### config.mk
export PLATFORM = sky130hd
export DESIGN_NAME = prime_test_constellation_detect
export DESIGN_NICKNAME = d
export VERILOG_FILES = /design/src/hdl/ptcd_pkg.sv /design/src/hdl/prime_test_constellation_detect.sv
export SDC_FILE = /design/constraint.sdc
export NUM_CORES = 1
export LEC_CHECK = 0
export BUFFER_PORTS_ARGS = -buffer_cell sky130_fd_sc_hd__buf_2
export CORE_MARGIN = 2
export CORE_UTILIZATION = 55
export DETAILED_ROUTE_END_ITERATION = 16
export GPL_TIMING_DRIVEN = 1
export PLACE_DENSITY = 0.79
export RECOVER_POWER = 100
export SETUP_SLACK_MARGIN = 0.15
export SLEW_MARGIN = 20
export SYNTH_ARGS = -nofsm -noshare
export SYNTH_HDL_FRONTEND = slang
export SYNTH_SLANG_ARGS = --single-unit
### constraint.sdc
create_clock -name clk -period 8 [get_ports clk]
set_input_delay 1.6 -clock clk [delete_from_list [all_inputs] [get_ports clk]]
set_output_delay 1.6 -clock clk [all_outputs]
set_load 0.01 [all_outputs]
### src/hdl/ptcd_pkg.sv
`default_nettype none
package ptcd_pkg;

    localparam int STORE_BITS     = 32;
    localparam int FIRST_DIVISOR  = 3;
    localparam int DIVISOR_STEP   = 2;

    localparam int GAP_TWO        = 2;
    localparam int GAP_FOUR       = 4;
    localparam int GAP_SIX        = 6;
    localparam int GAP_EIGHT      = 8;

    localparam int TWIN_FLOOR     = 2;
    localparam int TRIPLET_FLOOR  = 10;
    localparam int QUAD_FLOOR     = 12;

    localparam int SMALLEST_PRIME = 2;
    localparam int SECOND_PRIME   = 3;

endpackage
`default_nettype wire

### src/hdl/prime_test_constellation_detect.sv
`default_nettype none
// channel | signals                          | direction | item
// --------+----------------------------------+-----------+------------------------------
// in      | in_valid, in_stall, candidate     | into      | number to test
// out     | out_valid, out_stall, is_prime,   | out of    | prime flag, constellation flags,
//         | twin_hit, *_found, prior_prime_*  |           | three prior primes
//
// Zero, one, two, three and even candidates go from idle straight to the finish state.
// Odd candidates from five up run the bound check, the bit-serial remainder unit (one
// candidate bit per cycle) and the remainder test for each odd trial divisor tried, until
// a divisor hits or the square of the divisor exceeds the candidate (a prime).
// rst_n clears the sequencer, the output valid and the prime store to zero.
// A new item is taken while a result waits; finishing waits while out_stall holds it.
module prime_test_constellation_detect
    import ptcd_pkg::*;
#(
    parameter int CANDIDATE_BITS = 32
)
(
    input  wire logic                      clk,
    input  wire logic                      rst_n,
    input  wire logic                      in_valid,
    output logic                           in_stall,
    input  wire logic [CANDIDATE_BITS-1:0] candidate,
    output logic                           out_valid,
    input  wire logic                      out_stall,
    output logic                           is_prime,
    output logic                           twin_hit,
    output logic                           triplet_found,
    output logic                           quad_found,
    output logic                           cousin_found,
    output logic                           sexy_found,
    output logic [STORE_BITS-1:0]          prior_prime_one,
    output logic [STORE_BITS-1:0]          prior_prime_two,
    output logic [STORE_BITS-1:0]          prior_prime_three
);

    localparam int DIV_BITS = (CANDIDATE_BITS + 1) / 2 + 1;
    localparam int REM_BITS = DIV_BITS + 1;
    localparam int SQ_BITS  = CANDIDATE_BITS + 2;
    localparam int IDX_BITS = $clog2(CANDIDATE_BITS);
    localparam int CMP_BITS = (CANDIDATE_BITS > STORE_BITS) ? CANDIDATE_BITS : STORE_BITS;

    typedef enum logic [2:0] {
        ST_IDLE,
        ST_BOUND,
        ST_DIVIDE,
        ST_NEXT,
        ST_FINISH
    } state_t;

    state_t                    state_reg, state_next;
    logic [CANDIDATE_BITS-1:0] n_reg, n_next;
    logic [DIV_BITS-1:0]       d_reg, d_next;
    logic [SQ_BITS-1:0]        sq_reg, sq_next;
    logic [REM_BITS-1:0]       rem_reg, rem_next;
    logic [IDX_BITS-1:0]       cnt_reg, cnt_next;
    logic                      prime_reg, prime_next;
    logic [STORE_BITS-1:0]     p1_reg, p1_next;
    logic [STORE_BITS-1:0]     p2_reg, p2_next;
    logic [STORE_BITS-1:0]     p3_reg, p3_next;
    logic                      ov_reg, ov_next;
    logic [5:0]                flags_reg, flags_next;
    logic [STORE_BITS-1:0]     o1_reg, o1_next;
    logic [STORE_BITS-1:0]     o2_reg, o2_next;
    logic [STORE_BITS-1:0]     o3_reg, o3_next;

    logic [REM_BITS-1:0]       rem_shift;
    logic [REM_BITS-1:0]       d_ext;
    logic [CMP_BITS-1:0]       n_ext;
    logic                      out_free;
    logic                      g1_two, g1_four, g1_six, g2_six, g3_eight;
    logic                      twin, trip, quad;

    function automatic logic gap_hit(input logic [CMP_BITS-1:0] p,
                                     input logic [CMP_BITS-1:0] n,
                                     input logic [CMP_BITS-1:0] g);
        gap_hit = (n >= g) && (p == n - g);
    endfunction

    assign in_stall = (state_reg != ST_IDLE);
    assign out_free = !ov_reg || !out_stall;

    assign d_ext     = REM_BITS'(d_reg);
    assign rem_shift = {rem_reg[REM_BITS-2:0], n_reg[cnt_reg]};
    assign n_ext     = CMP_BITS'(n_reg);

    assign g1_two   = gap_hit(CMP_BITS'(p1_reg), n_ext, CMP_BITS'(GAP_TWO));
    assign g1_four  = gap_hit(CMP_BITS'(p1_reg), n_ext, CMP_BITS'(GAP_FOUR));
    assign g1_six   = gap_hit(CMP_BITS'(p1_reg), n_ext, CMP_BITS'(GAP_SIX));
    assign g2_six   = gap_hit(CMP_BITS'(p2_reg), n_ext, CMP_BITS'(GAP_SIX));
    assign g3_eight = gap_hit(CMP_BITS'(p3_reg), n_ext, CMP_BITS'(GAP_EIGHT));

    assign twin = (n_ext > CMP_BITS'(TWIN_FLOOR)) && g1_two;
    assign trip = (n_ext > CMP_BITS'(TRIPLET_FLOOR)) && g2_six && (g1_two || g1_four);
    assign quad = (n_ext > CMP_BITS'(QUAD_FLOOR)) && g1_two && g2_six && g3_eight;

    always_comb
    begin
        state_next = state_reg;
        n_next     = n_reg;
        d_next     = d_reg;
        sq_next    = sq_reg;
        rem_next   = rem_reg;
        cnt_next   = cnt_reg;
        prime_next = prime_reg;
        p1_next    = p1_reg;
        p2_next    = p2_reg;
        p3_next    = p3_reg;
        ov_next    = ov_reg && out_stall;
        flags_next = flags_reg;
        o1_next    = o1_reg;
        o2_next    = o2_reg;
        o3_next    = o3_reg;

        case (state_reg)
            ST_IDLE:
            begin
                if (in_valid)
                begin
                    n_next     = candidate;
                    d_next     = DIV_BITS'(FIRST_DIVISOR);
                    sq_next    = SQ_BITS'(FIRST_DIVISOR * FIRST_DIVISOR);
                    state_next = ST_FINISH;
                    if (candidate < CANDIDATE_BITS'(SMALLEST_PRIME))
                        prime_next = 1'b0;
                    else if (candidate == CANDIDATE_BITS'(SMALLEST_PRIME) ||
                             candidate == CANDIDATE_BITS'(SECOND_PRIME))
                        prime_next = 1'b1;
                    else if (!candidate[0])
                        prime_next = 1'b0;
                    else
                        state_next = ST_BOUND;
                end
            end
            ST_BOUND:
            begin
                if (sq_reg > SQ_BITS'(n_reg))
                begin
                    prime_next = 1'b1;
                    state_next = ST_FINISH;
                end
                else
                begin
                    rem_next   = '0;
                    cnt_next   = IDX_BITS'(CANDIDATE_BITS - 1);
                    state_next = ST_DIVIDE;
                end
            end
            ST_DIVIDE:
            begin
                rem_next = (rem_shift >= d_ext) ? rem_shift - d_ext : rem_shift;
                cnt_next = cnt_reg - IDX_BITS'(1);
                if (cnt_reg == '0)
                    state_next = ST_NEXT;
            end
            ST_NEXT:
            begin
                if (rem_reg == '0)
                begin
                    prime_next = 1'b0;
                    state_next = ST_FINISH;
                end
                else
                begin
                    d_next     = d_reg + DIV_BITS'(DIVISOR_STEP);
                    sq_next    = sq_reg + (SQ_BITS'(d_reg + DIV_BITS'(1)) << 2);
                    state_next = ST_BOUND;
                end
            end
            ST_FINISH:
            begin
                if (out_free)
                begin
                    ov_next    = 1'b1;
                    flags_next = {prime_reg && g1_six, prime_reg && g1_four,
                                  prime_reg && quad, prime_reg && trip,
                                  prime_reg && twin, prime_reg};
                    o1_next    = p1_reg;
                    o2_next    = p2_reg;
                    o3_next    = p3_reg;
                    if (prime_reg)
                    begin
                        p3_next = p2_reg;
                        p2_next = p1_reg;
                        p1_next = n_ext[STORE_BITS-1:0];
                    end
                    state_next = ST_IDLE;
                end
            end
            default:
            begin
                state_next = ST_IDLE;
            end
        endcase
    end

    always_ff @(posedge clk or negedge rst_n)
    begin
        if (!rst_n)
        begin
            state_reg <= ST_IDLE;
            ov_reg    <= 1'b0;
            p1_reg    <= '0;
            p2_reg    <= '0;
            p3_reg    <= '0;
        end
        else
        begin
            state_reg <= state_next;
            ov_reg    <= ov_next;
            p1_reg    <= p1_next;
            p2_reg    <= p2_next;
            p3_reg    <= p3_next;
        end
    end

    always_ff @(posedge clk)
    begin
        n_reg     <= n_next;
        d_reg     <= d_next;
        sq_reg    <= sq_next;
        rem_reg   <= rem_next;
        cnt_reg   <= cnt_next;
        prime_reg <= prime_next;
        flags_reg <= flags_next;
        o1_reg    <= o1_next;
        o2_reg    <= o2_next;
        o3_reg    <= o3_next;
    end

    assign out_valid         = ov_reg;
    assign is_prime          = flags_reg[0];
    assign twin_hit          = flags_reg[1];
    assign triplet_found     = flags_reg[2];
    assign quad_found        = flags_reg[3];
    assign cousin_found      = flags_reg[4];
    assign sexy_found        = flags_reg[5];
    assign prior_prime_one   = o1_reg;
    assign prior_prime_two   = o2_reg;
    assign prior_prime_three = o3_reg;

    // trial divisor stays odd while the divider runs
    assert property (@(posedge clk) disable iff (!rst_n)
        (state_reg == ST_DIVIDE || state_reg == ST_NEXT) |-> d_reg[0])
        else $error("even trial divisor");

    // partial remainder stays below the divisor
    assert property (@(posedge clk) disable iff (!rst_n)
        (state_reg == ST_NEXT) |-> (rem_reg < d_ext))
        else $error("remainder not reduced");

    // a composite result never flags a constellation
    assert property (@(posedge clk) disable iff (!rst_n)
        (out_valid && !is_prime) |->
        !(twin_hit || triplet_found || quad_found || cousin_found || sexy_found))
        else $error("flag on composite");

    // the store shifts in the candidate exactly when a prime is delivered
    assert property (@(posedge clk) disable iff (!rst_n)
        (state_reg == ST_FINISH && out_free && prime_reg) |=>
        (p1_reg == $past(n_ext[STORE_BITS-1:0]) && p2_reg == $past(p1_reg)))
        else $error("prime store not updated");

    assert property (@(posedge clk) disable iff (!rst_n)
        (state_reg != ST_FINISH) |=> $stable(p1_reg))
        else $error("prime store changed outside finish");

endmodule
`default_nettype wire
==> impl_metrics.env <==
export IMPL_internal_power_mw=2.89
export IMPL_clockBufferDepth=3
export IMPL_grt_pass1_vias=13300
export IMPL_hold_violations=0
export IMPL_hold_worst_slack_ns=0.494
export IMPL_numClockSinks=305
export IMPL_via_per_inst=6.31
export IMPL_cts_tree="done"
export IMPL_pin_count=140
export IMPL_leakagePower_nw=7.74
export IMPL_dieArea_um2=33800
export IMPL_yosysSeqAreaShare_pct=48.7
export IMPL_numCtsBuffers=31
export IMPL_gp_congestion=1.03
export IMPL_avgSynthCellArea_um2=10.9
export IMPL_cp_slowest_stage_delay_ns=2.24
export IMPL_cts_setup_buffers=0
export IMPL_violations="max-capacitance violations, max-slew violations"
export IMPL_setup_tns_ns=0
export IMPL_wl_per_cell_um=24.0
export IMPL_fill_cells=2644
export IMPL_finalWirelength_mm=52.0
export IMPL_synth_area_leaders="edfxtp_1, dfrtp_1, xnor2_1"
export IMPL_ir_worst_vdd_mv=0.209
export IMPL_drive_above_1_share_pct=9.01
export IMPL_clockRootBuffer="clkbuf_16"
export IMPL_hpwl_mm=39.2
export IMPL_min_period_over_period_pct=74.3
export IMPL_path_buf_inv=3
export IMPL_vias=13700
export IMPL_netlist_area_leader_share_pct=34.6
export IMPL_grt_setup_unrepaired="false"
export IMPL_timing_final_ws_setup_ns=2.06
export IMPL_pwr_share_seq_pct=46.4
export IMPL_grt_usage_pct=30.8
export IMPL_end_kind="flop"
export IMPL_cp_data_required_time_ns=8.13
export IMPL_drtPass1Iterations=9
export IMPL_drtAntennaViolNets=0
export IMPL_drt_iter0_drc=1452
export IMPL_skew_ns=0.0274
export IMPL_swShare_pct=26.5
export IMPL_grt_max_degree=66
export IMPL_area_delta_synth_final_pct=10.4
export IMPL_hold_path_class="reg -> reg"
export IMPL_die_width_um=184
export IMPL_power_density_nw_per_um2=201
export IMPL_clk_pin_slew_ns=0.07
export IMPL_antenna_found_initial=0
export IMPL_fin_crit_ns=5.94
export IMPL_rows=65
export IMPL_grt_pass1_wl_mm=78.7
export IMPL_path_max_fanout=56
export IMPL_worst_path_most_repeated_cell="clkbuf_1"
export IMPL_antenna_diode_count=0
export IMPL_yosys_warnings=0
export IMPL_total_power_mw=3.94
export IMPL_synth_flop_cell="edfxtp_1"
export IMPL_synth_edf_count=205
export IMPL_worst_pin_slew_ns=3.03
export IMPL_dieHeight_um=184
export IMPL_p_sw_mw=1.04
export IMPL_yosys_area_top_type="edfxtp_1"
export IMPL_fin_nets=1856
export IMPL_hold_buffers=0
export IMPL_yosysUniqueCellTypes=73
export IMPL_pwr_share_comb_pct=16.4
export IMPL_drv_slew=232
export IMPL_timing_slew_headroom_pct=-102
export IMPL_max_cap_violations=6
export IMPL_clkPwrFrac_pct=37.2
export IMPL_setup_viol_count_final=0
export IMPL_drc=0
export IMPL_cts_max_level=1
export IMPL_async_flop_share_pct=32.8
export IMPL_port_buffers=139
export IMPL_postCtsResizedCells=0
export IMPL_grt_overflow_total=0
export IMPL_pre_cts_slack_ns=3.51
export IMPL_crit_type="in -> reg"
export IMPL_syn_area_um2=17800
export IMPL_critPathTopFamily="buffers and inverters"
export IMPL_slowest_stage="clkbuf_1"
export IMPL_worstPathCellList="clkbuf_1, a21oi_4, clkbuf_1, clkbuf_1"
export IMPL_syn_nets=1740
export IMPL_postSynthRegisterBits=305
export IMPL_synth_cells=1625
export IMPL_critPathArrivalTime_ns=6.07
export IMPL_max_clock_freq_mhz=168
export IMPL_core_region_area_um2=31700
export IMPL_startpoint_type="input pin"
export IMPL_outcome="complete, but fails checks"
export IMPL_start_util_pct=56.0
export IMPL_clk_latency_ns=0.59
## power groups by stage
stage	combinational (mW)	clock, mW	sequential, mW
4_1_cts	0.638	1.48	1.82
3_3_place_gp	0.627	0	1.86
6_report	0.643	1.47	1.83
2_1_floorplan	0.502	0	1.83
5_1_grt	0.717	1.55	1.83
3_5_place_dp	0.637	0	1.85
## final cells by class
cell class / count / area [um^2] / share of cell area, %
clock buffer: 44 / 906 / 4.62
tap: 402 / 503 / 2.56
clock inverter: 13 / 129 / 0.657
multi-input combinational: 1182 / 8560 / 43.6
timing repair buffer: 155 / 618 / 3.15
inverter: 66 / 248 / 1.26
sequential: 305 / 8660 / 44.1
## final timing paths
path | start | endpoint | slack [ns] | cells after the start
worst max-delay path | out_stall | prior_prime_one[17] | 2.06 | 4
worst min-delay path | p3_reg[23] | prior_prime_three[23] | 0.49 | 0
worst max register to register | state_reg[0] | prior_prime_one[17] | 2.50 | 5
worst min register to register | p3_reg[23] | prior_prime_three[23] | 0.49 | 0
max in group asynchronous | rst_n | p1_reg[4] | 4.33 | 2
min in group asynchronous | rst_n | p2_reg[23] | 1.79 | 1
## kinds of logic (layout without fill, tap and decap cells)
group                    after synthesis  after routing  synth area share [%]
buffers and inverters                138            278                  3.19
multiplexers                          78             78                  5.43
adder cells (fa/ha/maj)               79             79                  5.65
XOR/XNOR                             247            247                  12.3
flip-flops                           305            305                  48.7
AO/OA/AOI/OAI                        263            263                  9.37
AND/OR/NAND/NOR                      515            515                  15.3
## synth_stat cells, drive strengths merged (7+ instances only)
| library cell | count |
|---|---|
| and3 | 10 |
| nand3 | 50 |
| ha | 77 |
| a21oi | 63 |
| nand2 | 118 |
| inv | 66 |
| mux4 | 8 |
| a31oi | 12 |
| a21o | 29 |
| xnor2 | 167 |
| dfrtp | 100 |
| a211oi | 10 |
| or2 | 10 |
| edfxtp | 205 |
| xor2 | 78 |
| nor4 | 50 |
| clkbuf | 53 |
| mux2 | 67 |
| and2 | 24 |
| o31ai | 7 |
| nor2 | 88 |
| or4 | 17 |
| nor3 | 42 |
| nand4 | 40 |
| buf | 19 |
| or3 | 30 |
| o21ai | 78 |
## through the flow
stage	instance area, um^2	util [%]	instances
6_report	19600	61.9	2167
5_1_grt	19600	61.9	2167
4_1_cts	19800	62.6	2167
3_5_place_dp	18800	59.3	2110
3_3_place_gp	18800	59.3	2110
2_1_floorplan	17800	-	1625
## cells in the final DEF, fill, tap and decap left out, drive strengths merged, types with 6 or more instances in the layout
cell type / instances
or3: 30
ha: 77
a211oi: 10
a21oi: 63
mux4: 8
a21boi: 6
inv: 72
o211ai: 6
dfrtp: 100
nand4b: 6
nor2: 88
nor3: 42
a31oi: 12
nand2: 118
and2: 24
edfxtp: 205
o22ai: 6
xor2: 78
nor3b: 6
or4: 17
mux2: 67
xnor2: 167
a21o: 29
and3: 10
or2: 10
nor4: 50
nand3: 50
nand4: 40
o21ai: 78
clkbuf: 186
o31ai: 7
buf: 13
## layer usage
metal	vias up	wire length, um	track usage (%)
met5	-	0	0
met3	132	3850	3.63
met4	0	2390	13.2
met1	6706	21400	41.8
li1	6197	-	-
met2	638	24400	50.3
Note: power is estimated with default switching activity, not from simulation.
